File: src/rtl/tmpd_pkg.sv
`timescale 1ns / 1ps
`default_nettype none
// ----------------------------------------------------------------------------
// tmpd_pkg
// Shared types, constants and helpers of the trace-metadata packet deframer.
// ----------------------------------------------------------------------------
package tmpd_pkg;

   // Width of the saturating byte offsets and the packet counter
   localparam int CNT_W = 32;
   typedef logic [CNT_W-1:0] cnt_type;
   localparam cnt_type CNT_MAX = '1;

   localparam int RSP_DATA_W = 208;

   localparam logic [31:0] PKT_MAGIC      = 32'h75d1_1d57;
   localparam logic [31:0] PKT_MAGIC_SWAP = 32'h571d_d175;

   // Header byte indexes
   localparam logic [5:0] IDX_MAGIC_LAST = 6'd3;
   localparam logic [5:0] IDX_UUID_FIRST = 6'd4;
   localparam logic [5:0] IDX_UUID_LAST  = 6'd19;
   localparam logic [5:0] IDX_CSUM_LAST  = 6'd23;
   localparam logic [5:0] IDX_CONTENT    = 6'd24;
   localparam logic [5:0] IDX_CONT_LAST  = 6'd27;
   localparam logic [5:0] IDX_TOTAL      = 6'd28;
   localparam logic [5:0] IDX_TOTAL_LAST = 6'd31;
   localparam logic [5:0] IDX_COMP       = 6'd32;
   localparam logic [5:0] IDX_ENC        = 6'd33;
   localparam logic [5:0] IDX_CSCHEME    = 6'd34;
   localparam logic [5:0] IDX_MAJOR      = 6'd35;
   localparam logic [5:0] IDX_MINOR      = 6'd36;

   localparam logic [28:0] HDR_BYTES      = 29'd37;
   localparam logic [31:0] MIN_CONTENT    = 32'd296;
   localparam logic [7:0]  VERSION_MAJOR  = 8'd1;
   localparam logic [7:0]  VERSION_MINOR  = 8'd8;

   // Result kinds
   localparam logic [1:0] KIND_TEXT  = 2'd0;
   localparam logic [1:0] KIND_DONE  = 2'd1;
   localparam logic [1:0] KIND_ERROR = 2'd2;

   // Status codes
   localparam logic [3:0] ST_OK          = 4'd0;
   localparam logic [3:0] ST_PREMATURE   = 4'd1;
   localparam logic [3:0] ST_TOTAL_ALIGN = 4'd2;
   localparam logic [3:0] ST_CONT_ALIGN  = 4'd3;
   localparam logic [3:0] ST_CONT_SHORT  = 4'd4;
   localparam logic [3:0] ST_CONT_LARGE  = 4'd5;
   localparam logic [3:0] ST_VERSION     = 4'd6;
   localparam logic [3:0] ST_COMPRESSION = 4'd7;
   localparam logic [3:0] ST_ENCRYPTION  = 4'd8;
   localparam logic [3:0] ST_CHECKSUM    = 4'd9;
   localparam logic [3:0] ST_UUID        = 4'd10;

   // All results caused by one input byte: text bytes first, then a tail
   typedef struct packed {
      logic [2:0]       n_text;
      logic [3:0][7:0]  text;
      logic             tail_valid;
      logic [1:0]       tail_kind;
      logic [3:0]       tail_status;
      logic [31:0]      tail_offset;
      logic             packetized;
      logic             big_endian;
      logic [31:0]      pkt_text;
      logic [31:0]      pkt_tail;
      logic [63:0]      uuid_high;
      logic [63:0]      uuid_low;
   } tmpd_bundle_type;

   typedef struct packed {
      logic [1:0]  kind;
      logic [7:0]  text_byte;
      logic [3:0]  status;
      logic        packetized;
      logic        big_endian;
      logic [31:0] packet_count;
      logic [63:0] uuid_high;
      logic [63:0] uuid_low;
      logic [31:0] error_offset;
      logic        last;
   } tmpd_result_type;

   // Clamp a counter to the 32-bit report range
   function automatic logic [31:0] rep32(cnt_type x);
      return (x > cnt_type'(32'hFFFF_FFFF)) ? 32'hFFFF_FFFF : 32'(x);
   endfunction

   function automatic cnt_type sat_inc(cnt_type x);
      return (x == CNT_MAX) ? x : x + cnt_type'(1);
   endfunction

endpackage
`default_nettype wire

File: src/rtl/tmpd_parse.sv
`timescale 1ns / 1ps
`default_nettype none
// ----------------------------------------------------------------------------
// tmpd_parse
// Per-byte parser: mode detection, header fields, checks, content and
// padding tracking; builds the result bundle of each accepted byte.
// ----------------------------------------------------------------------------
module tmpd_parse
   import tmpd_pkg::*;
(
   input  wire logic            clock,
   input  wire logic            reset,
   input  wire logic            req_tvalid,
   input  wire logic            req_tready,
   input  wire logic [7:0]      data_byte,
   input  wire logic            stream_end,
   output tmpd_bundle_type      bnd_new,
   output logic                 bnd_load
);

   typedef enum logic [5:0] {
      PH_START   = 6'b000001,
      PH_HEADER  = 6'b000010,
      PH_TEXT    = 6'b000100,
      PH_CONTENT = 6'b001000,
      PH_PAD     = 6'b010000,
      PH_DEAD    = 6'b100000
   } phase_type;

   phase_type        phase_ff,   phase_in;
   logic [5:0]       hidx_ff,    hidx_in;
   cnt_type          boff_ff,    boff_in;
   cnt_type          pstart_ff,  pstart_in;
   cnt_type          sstart_ff,  sstart_in;
   logic [23:0]      magic_ff,   magic_in;
   logic             big_ff,     big_in;
   logic             pkt_ff,     pkt_in;
   logic [31:0]      content_ff, content_in;
   logic [31:0]      total_ff,   total_in;
   logic [3:0]       flags_ff,   flags_in;
   logic [15:0][7:0] uuid_ff,    uuid_in;
   logic             udiff_ff,   udiff_in;
   logic [28:0]      bleft_ff,   bleft_in;
   logic [28:0]      pleft_ff,   pleft_in;
   cnt_type          pdone_ff,   pdone_in;

   logic        req_acc;
   cnt_type     nxt;
   logic [31:0] word;
   logic [5:0]  uoff;
   logic [3:0]  uidx;
   logic [1:0]  fk;
   logic [31:0] field_acc;
   logic [31:0] field_new;
   logic [3:0]  chk_st;
   logic [28:0] cont_bytes;
   logic [28:0] total_bytes;
   logic [28:0] bleft_hdr;
   logic [28:0] pleft_hdr;
   logic [28:0] bleft_dec;
   logic [28:0] pleft_dec;

   assign req_acc     = req_tvalid && req_tready;
   assign nxt         = sat_inc(boff_ff);
   assign word        = {magic_ff, data_byte};
   assign uoff        = hidx_ff - IDX_UUID_FIRST;
   assign uidx        = uoff[3:0];
   assign fk          = hidx_ff[1:0];
   assign cont_bytes  = content_ff[31:3];
   assign total_bytes = total_ff[31:3];
   assign bleft_hdr   = cont_bytes - HDR_BYTES;
   assign pleft_hdr   = total_bytes - cont_bytes;
   assign bleft_dec   = bleft_ff - 29'd1;
   assign pleft_dec   = (pleft_ff != '0) ? pleft_ff - 29'd1 : pleft_ff;

   // Size fields: content at 24..27 and total at 28..31 share the low index bits
   always_comb begin
      field_acc = (hidx_ff < IDX_TOTAL) ? content_ff : total_ff;
      if (fk == 2'd0) begin
         field_acc = '0;
      end
      if (big_ff) begin
         field_new = {field_acc[23:0], data_byte};
      end else begin
         field_new = field_acc | (32'(data_byte) << {fk, 3'b000});
      end
   end

   // Header checks, evaluated on the minor-version byte
   always_comb begin
      if (total_ff[2:0] != 3'd0) begin
         chk_st = ST_TOTAL_ALIGN;
      end else if (content_ff[2:0] != 3'd0) begin
         chk_st = ST_CONT_ALIGN;
      end else if (content_ff < MIN_CONTENT) begin
         chk_st = ST_CONT_SHORT;
      end else if (content_ff > total_ff) begin
         chk_st = ST_CONT_LARGE;
      end else if (flags_ff[3] || data_byte != VERSION_MINOR) begin
         chk_st = ST_VERSION;
      end else if (flags_ff[0]) begin
         chk_st = ST_COMPRESSION;
      end else if (flags_ff[1]) begin
         chk_st = ST_ENCRYPTION;
      end else if (flags_ff[2]) begin
         chk_st = ST_CHECKSUM;
      end else if (udiff_ff) begin
         chk_st = ST_UUID;
      end else begin
         chk_st = ST_OK;
      end
   end

   always_comb begin
      phase_in   = phase_ff;
      hidx_in    = hidx_ff;
      boff_in    = boff_ff;
      pstart_in  = pstart_ff;
      sstart_in  = sstart_ff;
      magic_in   = magic_ff;
      big_in     = big_ff;
      pkt_in     = pkt_ff;
      content_in = content_ff;
      total_in   = total_ff;
      flags_in   = flags_ff;
      uuid_in    = uuid_ff;
      udiff_in   = udiff_ff;
      bleft_in   = bleft_ff;
      pleft_in   = pleft_ff;
      pdone_in   = pdone_ff;
      bnd_new    = '0;

      if (req_acc) begin
         boff_in = nxt;
         case (phase_ff)
            PH_START: begin
               if (hidx_ff < IDX_MAGIC_LAST) begin
                  magic_in = {magic_ff[15:0], data_byte};
                  hidx_in  = hidx_ff + 6'd1;
               end else begin
                  sstart_in = nxt;
                  if (word == PKT_MAGIC || word == PKT_MAGIC_SWAP) begin
                     big_in    = (word == PKT_MAGIC);
                     pkt_in    = 1'b1;
                     phase_in  = PH_HEADER;
                     hidx_in   = IDX_UUID_FIRST;
                     pstart_in = '0;
                  end else begin
                     // not packetized: replay the held bytes as text
                     phase_in       = PH_TEXT;
                     hidx_in        = '0;
                     bnd_new.n_text = 3'd4;
                     bnd_new.text   = {data_byte, magic_ff[7:0], magic_ff[15:8],
                                       magic_ff[23:16]};
                  end
               end
            end
            PH_TEXT: begin
               bnd_new.n_text  = 3'd1;
               bnd_new.text[0] = data_byte;
            end
            PH_HEADER: begin
               if (hidx_ff == '0) begin
                  pstart_in = boff_ff;
               end
               if (hidx_ff >= IDX_UUID_FIRST && hidx_ff <= IDX_UUID_LAST) begin
                  udiff_in = (hidx_ff == IDX_UUID_FIRST) ? 1'b0 : udiff_ff;
                  if (pdone_ff == '0) begin
                     uuid_in[uidx] = data_byte;
                  end else if (uuid_ff[uidx] != data_byte) begin
                     udiff_in = 1'b1;
                  end
               end else if (hidx_ff >= IDX_CONTENT && hidx_ff <= IDX_CONT_LAST) begin
                  content_in = field_new;
               end else if (hidx_ff >= IDX_TOTAL && hidx_ff <= IDX_TOTAL_LAST) begin
                  total_in = field_new;
               end else if (hidx_ff == IDX_COMP) begin
                  flags_in = {3'b000, data_byte != 8'd0};
               end else if (hidx_ff == IDX_ENC) begin
                  flags_in[1] = (data_byte != 8'd0);
               end else if (hidx_ff == IDX_CSCHEME) begin
                  flags_in[2] = (data_byte != 8'd0);
               end else if (hidx_ff == IDX_MAJOR) begin
                  flags_in[3] = (data_byte != VERSION_MAJOR);
               end
               if (hidx_ff == IDX_MAGIC_LAST || hidx_ff == IDX_UUID_LAST ||
                   hidx_ff == IDX_CSUM_LAST || hidx_ff == IDX_CONT_LAST ||
                   hidx_ff >= IDX_TOTAL_LAST) begin
                  sstart_in = nxt;
               end
               hidx_in = hidx_ff + 6'd1;
               if (hidx_ff >= IDX_MINOR) begin
                  if (chk_st != ST_OK) begin
                     bnd_new.tail_valid  = 1'b1;
                     bnd_new.tail_kind   = KIND_ERROR;
                     bnd_new.tail_status = chk_st;
                     bnd_new.tail_offset = rep32(pstart_ff);
                     phase_in            = PH_DEAD;
                  end else begin
                     bleft_in = bleft_hdr;
                     pleft_in = pleft_hdr;
                     hidx_in  = '0;
                     if (bleft_hdr != '0) begin
                        phase_in = PH_CONTENT;
                     end else if (pleft_hdr != '0) begin
                        phase_in = PH_PAD;
                     end else begin
                        pdone_in  = sat_inc(pdone_ff);
                        pstart_in = nxt;
                     end
                  end
               end
            end
            PH_CONTENT: begin
               bnd_new.n_text  = 3'd1;
               bnd_new.text[0] = data_byte;
               bleft_in        = bleft_dec;
               if (bleft_dec == '0) begin
                  sstart_in = nxt;
                  if (pleft_ff != '0) begin
                     phase_in = PH_PAD;
                  end else begin
                     pdone_in  = sat_inc(pdone_ff);
                     phase_in  = PH_HEADER;
                     hidx_in   = '0;
                     pstart_in = nxt;
                  end
               end
            end
            PH_PAD: begin
               pleft_in = pleft_dec;
               if (pleft_dec == '0) begin
                  sstart_in = nxt;
                  pdone_in  = sat_inc(pdone_ff);
                  phase_in  = PH_HEADER;
                  hidx_in   = '0;
                  pstart_in = nxt;
               end
            end
            default: begin
            end
         endcase

         // End of stream: finish only at a packet boundary or in text mode
         if (stream_end && phase_in != PH_DEAD) begin
            bnd_new.tail_valid = 1'b1;
            if (phase_in == PH_TEXT || (phase_in == PH_HEADER && hidx_in == '0)) begin
               bnd_new.tail_kind = KIND_DONE;
            end else begin
               bnd_new.tail_kind   = KIND_ERROR;
               bnd_new.tail_status = ST_PREMATURE;
               bnd_new.tail_offset = rep32(sstart_in);
            end
         end
      end

      bnd_new.packetized = pkt_in;
      bnd_new.big_endian = big_in;
      bnd_new.pkt_text   = rep32(pdone_ff);
      bnd_new.pkt_tail   = rep32(pdone_in);
      for (int i = 0; i < 8; i++) begin
         bnd_new.uuid_high[63-8*i -: 8] = uuid_in[i];
         bnd_new.uuid_low[63-8*i -: 8]  = uuid_in[i+8];
      end

      // Final byte: back to the start state
      if (req_acc && stream_end) begin
         phase_in   = PH_START;
         hidx_in    = '0;
         boff_in    = '0;
         pstart_in  = '0;
         sstart_in  = '0;
         magic_in   = '0;
         big_in     = 1'b0;
         pkt_in     = 1'b0;
         content_in = '0;
         total_in   = '0;
         flags_in   = '0;
         uuid_in    = '0;
         udiff_in   = 1'b0;
         bleft_in   = '0;
         pleft_in   = '0;
         pdone_in   = '0;
      end
   end

   assign bnd_load = req_acc && (bnd_new.n_text != 3'd0 || bnd_new.tail_valid);

   always_ff @(posedge clock) begin
      if (reset) begin
         phase_ff   <= PH_START;
         hidx_ff    <= '0;
         boff_ff    <= '0;
         pstart_ff  <= '0;
         sstart_ff  <= '0;
         magic_ff   <= '0;
         big_ff     <= 1'b0;
         pkt_ff     <= 1'b0;
         content_ff <= '0;
         total_ff   <= '0;
         flags_ff   <= '0;
         uuid_ff    <= '0;
         udiff_ff   <= 1'b0;
         bleft_ff   <= '0;
         pleft_ff   <= '0;
         pdone_ff   <= '0;
      end else begin
         phase_ff   <= phase_in;
         hidx_ff    <= hidx_in;
         boff_ff    <= boff_in;
         pstart_ff  <= pstart_in;
         sstart_ff  <= sstart_in;
         magic_ff   <= magic_in;
         big_ff     <= big_in;
         pkt_ff     <= pkt_in;
         content_ff <= content_in;
         total_ff   <= total_in;
         flags_ff   <= flags_in;
         uuid_ff    <= uuid_in;
         udiff_ff   <= udiff_in;
         bleft_ff   <= bleft_in;
         pleft_ff   <= pleft_in;
         pdone_ff   <= pdone_in;
      end
   end

   a_end_restarts: assert property (@(posedge clock) disable iff (reset)
      req_acc && stream_end |=> phase_ff == PH_START && hidx_ff == '0 && pdone_ff == '0)
      else $error("final byte did not return the parser to start");

   a_content_nonempty: assert property (@(posedge clock) disable iff (reset)
      phase_ff == PH_CONTENT |-> bleft_ff != '0)
      else $error("content phase with no bytes left");

   a_text_unpacketized: assert property (@(posedge clock) disable iff (reset)
      !pkt_ff |-> (phase_ff == PH_START || phase_ff == PH_TEXT))
      else $error("packet phase without packet mode");

endmodule
`default_nettype wire

File: src/rtl/tmpd_emit.sv
`timescale 1ns / 1ps
`default_nettype none
// ----------------------------------------------------------------------------
// tmpd_emit
// Result bundle register and output register; serializes the results of
// one input byte onto the result channel, one transfer per cycle unless rsp stalls.
// ----------------------------------------------------------------------------
module tmpd_emit
   import tmpd_pkg::*;
(
   input  wire logic             clock,
   input  wire logic             reset,
   input  wire logic             bnd_load,
   input  wire tmpd_bundle_type  bnd_new,
   output logic                  req_tready,
   output logic                  rsp_tvalid,
   input  wire logic             rsp_tready,
   output tmpd_result_type       rsp_res
);

   logic             bnd_valid_ff;
   tmpd_bundle_type  bnd_ff;
   logic [2:0]       idx_ff;
   logic             out_valid_ff;
   tmpd_result_type  out_ff;

   logic [2:0]       total;
   logic             cur_last;
   logic             is_text;
   logic             load_out;
   logic             adv;
   tmpd_result_type  cur;

   assign total    = bnd_ff.n_text + {2'b00, bnd_ff.tail_valid};
   assign cur_last = (idx_ff == total - 3'd1);
   assign is_text  = (idx_ff < bnd_ff.n_text);
   assign load_out = !out_valid_ff || rsp_tready;
   assign adv      = bnd_valid_ff && load_out;

   assign req_tready = !bnd_valid_ff || (adv && cur_last);

   always_comb begin
      cur.kind         = is_text ? KIND_TEXT : bnd_ff.tail_kind;
      cur.text_byte    = is_text ? bnd_ff.text[idx_ff[1:0]] : 8'd0;
      cur.status       = is_text ? ST_OK : bnd_ff.tail_status;
      cur.packetized   = bnd_ff.packetized;
      cur.big_endian   = bnd_ff.big_endian;
      cur.packet_count = is_text ? bnd_ff.pkt_text : bnd_ff.pkt_tail;
      cur.uuid_high    = bnd_ff.uuid_high;
      cur.uuid_low     = bnd_ff.uuid_low;
      cur.error_offset = is_text ? 32'd0 : bnd_ff.tail_offset;
      cur.last         = cur_last;
   end

   always_ff @(posedge clock) begin
      if (reset) begin
         bnd_valid_ff <= 1'b0;
         idx_ff       <= '0;
         out_valid_ff <= 1'b0;
      end else begin
         if (load_out) begin
            out_valid_ff <= bnd_valid_ff;
         end
         if (adv) begin
            idx_ff <= idx_ff + 3'd1;
            if (cur_last) begin
               bnd_valid_ff <= 1'b0;
            end
         end
         if (bnd_load) begin
            bnd_valid_ff <= 1'b1;
            idx_ff       <= '0;
         end
      end
   end

   always_ff @(posedge clock) begin
      if (bnd_load) begin
         bnd_ff <= bnd_new;
      end
      if (adv) begin
         out_ff <= cur;
      end
   end

   assign rsp_tvalid = out_valid_ff;
   assign rsp_res    = out_ff;

   a_idx_in_range: assert property (@(posedge clock) disable iff (reset)
      bnd_valid_ff |-> idx_ff < total)
      else $error("result index beyond bundle");

   a_bundle_nonempty: assert property (@(posedge clock) disable iff (reset)
      bnd_valid_ff |-> total != 3'd0)
      else $error("empty result bundle held");

   a_run_continues: assert property (@(posedge clock) disable iff (reset)
      out_valid_ff && rsp_tready && !out_ff.last |=> out_valid_ff)
      else $error("result run broken before its last transfer");

endmodule
`default_nettype wire

File: src/rtl/trace_metadata_packet_deframer_core.sv
`timescale 1ns / 1ps
`default_nettype none
// Path: an accepted byte's results pass the result bundle register, then the output register, to rsp.
// Throughput: one byte per cycle while each byte yields at most one result and
//   rsp is not stalled; a byte yielding several results (mode decision, end of stream)
//   holds req_tready low until the single result bundle register has sent its last one.
// Reset: synchronous; returns to waiting for the four mode bytes. A byte
//   marked tlast returns to that same state after its results.
// ----------------------------------------------------------------------------
// trace_metadata_packet_deframer_core
// Deframes a packetized trace-metadata byte stream into its text bytes,
// checking each packet header, or passes a plain-text stream through.
// ----------------------------------------------------------------------------
module trace_metadata_packet_deframer_core
   import tmpd_pkg::*;
(
   input  wire logic                  clock,
   input  wire logic                  reset,
   input  wire logic                  req_tvalid,
   output logic                       req_tready,
   input  wire logic [7:0]            req_tdata,   // data_byte
   input  wire logic                  req_tlast,   // stream_end
   output logic                       rsp_tvalid,
   input  wire logic                  rsp_tready,
   // text_byte[7:0], status[11:8], packetized[12], big_endian[13],
   // packet_count[45:14], uuid_high[109:46], uuid_low[173:110],
   // error_offset[205:174], zero fill[207:206]
   output logic [RSP_DATA_W-1:0]      rsp_tdata,
   output logic [1:0]                 rsp_tuser,   // kind
   output logic                       rsp_tlast    // last
);

   tmpd_bundle_type  bnd_new;
   logic             bnd_load;
   tmpd_result_type  rsp_res;

   tmpd_parse u_parse (
      .clock      (clock),
      .reset      (reset),
      .req_tvalid (req_tvalid),
      .req_tready (req_tready),
      .data_byte  (req_tdata),
      .stream_end (req_tlast),
      .bnd_new    (bnd_new),
      .bnd_load   (bnd_load)
   );

   tmpd_emit u_emit (
      .clock      (clock),
      .reset      (reset),
      .bnd_load   (bnd_load),
      .bnd_new    (bnd_new),
      .req_tready (req_tready),
      .rsp_tvalid (rsp_tvalid),
      .rsp_tready (rsp_tready),
      .rsp_res    (rsp_res)
   );

   assign rsp_tdata = {2'b00, rsp_res.error_offset, rsp_res.uuid_low, rsp_res.uuid_high,
                       rsp_res.packet_count, rsp_res.big_endian, rsp_res.packetized,
                       rsp_res.status, rsp_res.text_byte};
   assign rsp_tuser = rsp_res.kind;
   assign rsp_tlast = rsp_res.last;

endmodule
`default_nettype wire

File: config.mk
export PLATFORM = sky130hd
export DESIGN_NAME = trace_metadata_packet_deframer_core
export DESIGN_NICKNAME = d
export VERILOG_FILES = /design/src/rtl/tmpd_pkg.sv /design/src/rtl/tmpd_parse.sv /design/src/rtl/tmpd_emit.sv /design/src/rtl/trace_metadata_packet_deframer_core.sv
export SDC_FILE = /design/constraint.sdc
export NUM_CORES = 2
export LEC_CHECK = 0
export BUFFER_PORTS_ARGS = -buffer_cell sky130_fd_sc_hd__buf_2
export CORE_UTILIZATION = 37
export DETAILED_ROUTE_END_ITERATION = 10
export PLACE_DENSITY = 0.52
export SKIP_LAST_GASP = 1
export SLEW_MARGIN = 5
export SYNTH_ARGS = -nofsm -noshare
export SYNTH_HDL_FRONTEND = slang
export SYNTH_SLANG_ARGS = --single-unit
File: constraint.sdc
create_clock -name clock -period 16.4 [get_ports clock]
set_clock_uncertainty 0.2 [all_clocks]
set_input_delay 0.82 -clock clock [delete_from_list [all_inputs] [get_ports clock]]
set_output_delay 0.82 -clock clock [all_outputs]
set_load 0.05 [all_outputs]
# Yosys cells after proc, flatten, opt, wreduce, memory -nomap -nowiden
# Index checks and enable logic that the tools add are counted.
[op_classes]
n_lt_le_gt_ge = 20
n_mux = 113
n_eq_ne = 34
n_reduce_logical = 61
shift = 1
add_sub_neg = 11
bitwise = 6
[op_table]
columns = ["operator", "count"]
rows = [
  ["32-bit 2-to-1 mux", 31],
  ["128-bit 2-to-1 mux", 4],
  ["32-bit case mux with 4 select lines", 2],
  ["39-bit 2-to-1 mux", 4],
  ["29-bit 2-to-1 mux", 5],
  ["128-bit bitwise mux", 1],
  ["32-bit greater-than comparator, second input constant", 4],
  ["29-bit case mux with 2 select lines", 2],
  ["32-bit case mux with 3 select lines", 1],
  ["6-bit 2-to-1 mux", 15],
  ["29-bit nonzero test", 3],
  ["74-bit 2-to-1 mux", 1],
  ["35-bit 2-to-1 mux", 2],
  ["32-bit by 1-bit adder with 32-bit output, second input constant", 2],
  ["32-bit by 31-bit == test with 1-bit output, second input constant", 2],
  ["32-bit == test, second input constant", 2],
  ["29-bit logical NOT", 2],
  ["29-bit by 1-bit subtractor with 29-bit output, second input constant", 2],
  ["6-bit case mux with 4 select lines", 2],
  ["36-bit 2-to-1 mux", 1],
  ["4-bit 2-to-1 mux", 9],
  ["8-bit binary-select mux with 4-bit select", 1],
  ["8-bit demux with 4-bit select", 1],
  ["32-bit greater-than comparator", 1],
  ["62 further kinds", 146],
]
[totals]
input_bits = 13
out_inout_bits = 213
wordCells = 308
ff_bits = 903

# Depth between registers and ports, before layout
[depth]
depth_word = 25
ltp_mapped = 19
mapped_depth_nobuf = 16

# By module
# A second synthesis with hierarchy kept.
[unflattened]
hier_cells = 4317
hier_area_um2 = 44062.3
[by_module_without_submodules]
columns = ["module", "area_each_um2", "n_inst", "cells_per_inst"]
rows = [
  ["tmpd_parse", 28446.0, 1, 3701],
  ["tmpd_emit", 15597.5, 1, 613],
  ["trace_metadata_packet_deframer_core", 18.8, 1, 3],
]

# Worst setup path after synthesis
# No wires, ideal clock.
[synth_path]
path_kind = "input to register"
from = "input rsp_tready"
to = "register u_emit.idx_ff[2]"
setup_time_ps = 116
arrival_ps = 11310
stages = 6
required_ps = 16084
slack_ps = 4774
path_cell_list = "nor2b_1 > nor2b_1 > nand2_1 > xor2_1 > nor2_1 > and3_1"
[synth_via]
elab_chain_cells = 10
[synth_rtl]
columns = ["item", "line_no", "source"]
rows = [
  ["start, declared", "trace_metadata_packet_deframer_core.sv:24", "input wire logic rsp_tready,"],
  ["1-bit logical OR *", "tmpd_emit.sv:37", "assign load_out = !out_valid_ff || rsp_tready;"],
  ["1-bit logical AND *", "tmpd_emit.sv:38", "assign adv = bnd_valid_ff && load_out;"],
  ["net u_emit.adv", "tmpd_emit.sv:31", "logic adv;"],
  ["1-bit logical AND", "tmpd_emit.sv:40", "assign req_tready = !bnd_valid_ff || (adv && cur_last);"],
  ["1-bit logical OR", "tmpd_emit.sv:40", ""],
  ["1-bit logical AND", "tmpd_parse.sv:63", "assign req_acc = req_tvalid && req_tready;"],
  ["74-bit 2-to-1 mux", "tmpd_parse.sv:133", "if (req_acc) begin"],
  ["3-bit nonzero test", "tmpd_parse.sv:287", "assign bnd_load = req_acc && (bnd_new.n_text != 3'd0 || bnd_new.tail_valid);"],
  ["1-bit logical OR", "tmpd_parse.sv:287", ""],
  ["1-bit logical AND", "tmpd_parse.sv:287", ""],
  ["2-bit OR reduction (no line)", "n/a", ""],
  ["end signal, assigned", "tmpd_emit.sv:65", "idx_ff <= idx_ff + 3'd1;"],
  ["end, declared", "tmpd_emit.sv:23", "logic [2:0] idx_ff;"],
]
# Mark *: on every way through the listed nets, which the timed path passes. The rest lies on a longest branch.
# A chain may end at the register's enable or synchronous reset.

# Worst setup path in the final report
[layout_path]
from = "register u_parse.bleft_ff[2]"
to = "register u_emit.bnd_ff[67] in the netlist's numbering, enable pin"
[layout_via]
elab_chain_cells = 11
[layout_rtl]
columns = ["item", "line_no", "source"]
rows = [
  ["start, declared", "tmpd_parse.sv:43", "logic [28:0] bleft_ff, bleft_in;"],
  ["start signal, assigned", "tmpd_parse.sv:321", "bleft_ff <= bleft_in;"],
  ["29-bit by 1-bit subtractor with 29-bit output", "tmpd_parse.sv:73", "assign bleft_dec = bleft_ff - 29'd1;"],
  ["29-bit logical NOT", "tmpd_parse.sv:218", "if (bleft_dec == '0) begin"],
  ["6-bit 2-to-1 mux", "tmpd_parse.sv:218", ""],
  ["6-bit case mux with 4 select lines", "tmpd_parse.sv:135", "case (phase_ff)"],
  ["6-bit 2-to-1 mux", "tmpd_parse.sv:133", ""],
  ["6-bit inequality test", "tmpd_parse.sv:245", "if (stream_end && phase_in != PH_DEAD) begin"],
  ["1-bit logical AND", "tmpd_parse.sv:245", ""],
  ["39-bit 2-to-1 mux", "tmpd_parse.sv:245", ""],
  ["74-bit 2-to-1 mux", "tmpd_parse.sv:133", ""],
  ["1-bit logical OR", "tmpd_parse.sv:287", ""],
  ["1-bit logical AND", "tmpd_parse.sv:287", ""],
  ["net bnd_load", "trace_metadata_packet_deframer_core.sv:34", "logic bnd_load;"],
  ["end signal, assigned", "tmpd_emit.sv:79", "bnd_ff <= bnd_new;"],
  ["end, declared", "tmpd_emit.sv:22", "tmpd_bundle_type bnd_ff;"],
]
# The timed path passes the listed nets, and every way through them passes these cells. The select of a mux whose other input is x is not followed.

==> impl_metrics.csv <==
group,metric,value,unit
run_status,status,"complete, no violations",
worst_hold_path,hold_path.class,"reg -> reg",
worst_setup_path,cp.arrival,6.77,ns
finish,nets,4324,
power_and_ir_drop,ir_drop,0.0947,mV
power_and_ir_drop,p_total,5.10,mW
worst_setup_path,critPathKind,"reg -> reg",
finish,post-route-util,42.5,%
job,cap_violations,0,
sta,tns,0,ns
die,initial_core_util,37.4,%
worst_setup_path,critPathBufInv,1,
worst_setup_path,r2r_end,"u_emit.bnd_ff[67]",
synthesis,yosysUniqueCellTypes,98,
sta,grt_setup_unrepaired,"false",
grt,grt_util_all_layers,21.3,%
detailed_routing,via_per_inst,5.47,
cts,cts_tree,"yes",
sta,setup_viol,0,
cts,cts.clk_slew.worst_paths,0.06,ns
worst_hold_path,holdPathStages,0,
worst_setup_path,regToRegStartpoint,"u_parse.bleft_ff[2]",
finish,layout_common_cells,"476 x edfxtp_1, 435 x nand2_1, 424 x dfxtp_1",
sta,maxSlewHeadroom,11.6,%
detailed_routing,wire_per_inst,21.9,um
finish,layout-drive-gt1-share,17.0,%
detailed_routing,totalWireLength,128000,um
sta,worst_pin_slew,1.33,ns
cts,cts_setup_buffers,0,
power_and_ir_drop,p_int,3.84,mW
synthesis,ys_ff_latch,902,
grt,grt_pass1_vias,29900,
worst_setup_path,cp_data_required_time,16.50,ns
synthesis,syn_area,43000,um2
synthesis,postSynthCellCount,4125,
synthesis,synth-seq-area-share,53.1,%
placement,placed_cells,5641,
placement,place.gp.congestion,0.916,
grt,grt_max_degree,209,
power_and_ir_drop,combPwrFrac,7.0,%
die,io_pins,226,
synthesis,yosys.area.top_type,"edfxtp_1",
synthesis,synth_edf_count,476,
die,die-area,118000,um2
detailed_routing,final_antenna_net_count,0,
worst_setup_path,worst_r2r_path_depth,13,
synthesis,yosysWarningCount,0,
worst_setup_path,cp_slowest_cell,"nor3_1",
sta,fin_crit,6.67,ns
worst_setup_path,crit_family,"simple AND/OR/NAND/NOR gates",
power_and_ir_drop,powerDensity,105,nW/um2
cts,hold_buffers,0,
finish,fillerInstances,11100,
synthesis,synth_top_area_share,33.2,%
worst_setup_path,cp-start-kind,"register",
finish,syn_to_final_growth,13.5,%
worst_setup_path,critPathMaxFanout,158,
worst_setup_path,rrSetupSlack,9.73,ns
worst_hold_path,holdPathEnd,"u_emit.rsp_res[92]",
power_and_ir_drop,p_leak,17.8,nW
cts,cts_resized,0,
finish,stdcell_count,5831,
sta,drv_slew,0,
worst_hold_path,hold_start,"u_emit.bnd_ff[59]",
power_and_ir_drop,seq_power_share,48.4,%
grt,antenna_found_initial,5,
detailed_routing,drt_iter0_markers,2675,
synthesis,synthFlopType,"edfxtp_1",
finish,final_common_cell,"edfxtp_1",
detailed_routing,vias,31900,
cts,clk_path_buf_depth,3,
cts,root_buffer,"clkbuf_16",
cts,cts_made_buffers,99,
die,rows,124,
die,die_w,343,um
worst_setup_path,critPathCaptureType,"register",
sta,finalCritPeriodShare,40.7,%
placement,port_buffers,223,
cts,cts_sinks,902,
synthesis,ys_top_cells_by_area,"edfxtp_1 33%, dfxtp_1 20%, mux2_2 4.3%",
synthesis,avgSynthCellArea,10.4,um2
sta,max_freq,150,MHz
synthesis,async_flop_share,0,%
detailed_routing,drc,0,
power_and_ir_drop,switching_share,24.8,%
power_and_ir_drop,p_clk_share,44.6,%
power_and_ir_drop,power.switching,1.27,mW
sta,hold_viol_final,0,
placement,dpl.hpwl,86600,um
grt,grt_pass1_wl,192000,um
die,core,115000,um2
die,die_h,343,um
worst_setup_path,max_stage_delay,0.76,ns
detailed_routing,first_pass_iters,6,
worst_setup_path,crit_path_cell_trace,"nor3_1, nand4_1, nor4_1, xor2_1, nor3_1, nand2_1, a211oi_1, a31o_2, nor4_1, or2_2, a31o_2, nand2_4, buf_12",
cts,insertion_delay,0.70,ns
cts,h-tree-depth,3,
grt,gr-total-overflow,0,
==> power groups by stage <==
stage	combinational [mW]	sequential, mW	clock, mW
2_1_floorplan	0.165	2.62	0
3_3_place_gp	0.360	2.52	0
3_5_place_dp	0.361	2.52	0
4_1_cts	0.361	2.47	2.33
5_1_grt	0.380	2.47	2.41
6_report	0.357	2.47	2.28
==> kinds of logic after synthesis <==
group,Yosys count,synth area share [%]
AO/OA/AOI/OAI,832,12.4
buffers and inverters,377,3.47
multiplexers,256,7.84
flip-flops,902,53.1
adder cells (fa/ha/maj),81,2.37
AND/OR/NAND/NOR,1552,18.1
XOR/XNOR,124,2.67
other,1,0.00872
==> area by class of cell <==
class                      instances  area, um2  area share [%]
antenna                            2       5.00          0.0103
clock buffer                     130       2720            5.56
clock inverter                    58        618            1.27
inverter                         105        394           0.808
multi-input combinational       2847      18800            38.5
sequential                       902      22800            46.8
tap                             1512       1890            3.88
timing repair buffer             275       1540            3.16
==> metrics by stage <==
stage	hold WS, ns	area, um2	setup WS [ns]
2_1_floorplan	0.200	43000	4.77
3_3_place_gp	0.201	45500	10.09
3_5_place_dp	0.205	45500	9.92
4_1_cts	0.220	48800	9.91
5_1_grt	0.222	48800	9.31
6_report	0.214	48800	9.73
==> state kept, by name, summed over array words and instances, names as in the netlist, 32 cells and up <==
register	count
u_emit.bnd_ff	267
u_emit.rsp_res	209
u_parse.boff_ff	32
u_parse.content_ff	32
u_parse.pdone_ff	32
u_parse.pstart_ff	32
u_parse.sstart_ff	32
u_parse.total_ff	32
u_parse.uuid_ff	128
==> layer usage <==
metal / GRT usage (%) / vias up / share of wire (%)
met1: 30.1 / 15800 / 47
met3: 2.81 / 162 / 4.7
met2: 34.1 / 815 / 46
li1: - / 15200 / -
met4: 5.55 / 2 / 2.2
met5: 0 / - / 0.010
==> cells in the mapped netlist (all sizes together) (14+ instances only) <==
| master | count |
|---|---|
| and2 | 215 |
| edfxtp | 476 |
| or4 | 19 |
| inv | 105 |
| clkbuf | 229 |
| a22oi | 21 |
| mux2 | 166 |
| mux4 | 48 |
| nand3 | 81 |
| buf | 43 |
| nand4 | 65 |
| nor2 | 350 |
| o211ai | 14 |
| xor2 | 53 |
| a21oi | 299 |
| or2 | 21 |
| ha | 80 |
| and3 | 22 |
| nand2 | 437 |
| nand2b | 22 |
| a211oi | 79 |
| or3 | 42 |
| o31ai | 17 |
| mux2i | 42 |
| o21a | 16 |
| nor3 | 101 |
| nor2b | 63 |
| dfxtp | 426 |
| a32o | 24 |
| a21o | 37 |
| o21ai | 188 |
| o22ai | 17 |
| nor4 | 61 |
| a22o | 18 |
| xnor2 | 71 |
==> worst max path at each step <==
stage / start / cells after the start / end / slack, ns
4_1_cts: u_parse.content_ff[3] / 15 / u_emit.bnd_ff[91] / 9.91
5_1_grt: u_parse.content_ff[3] / 15 / u_emit.bnd_ff[87] / 9.31
3_3_place_gp: u_parse.bleft_ff[2] / 13 / u_emit.bnd_ff[71] / 10.09
6_report: u_parse.bleft_ff[2] / 13 / u_emit.bnd_ff[67] / 9.73
2_1_floorplan: rsp_tready / 6 / u_emit.idx_ff[2] / 4.77
3_5_place_dp: u_parse.bleft_ff[2] / 13 / u_emit.bnd_ff[79] / 9.92
Power figures use the tool's default switching activity.
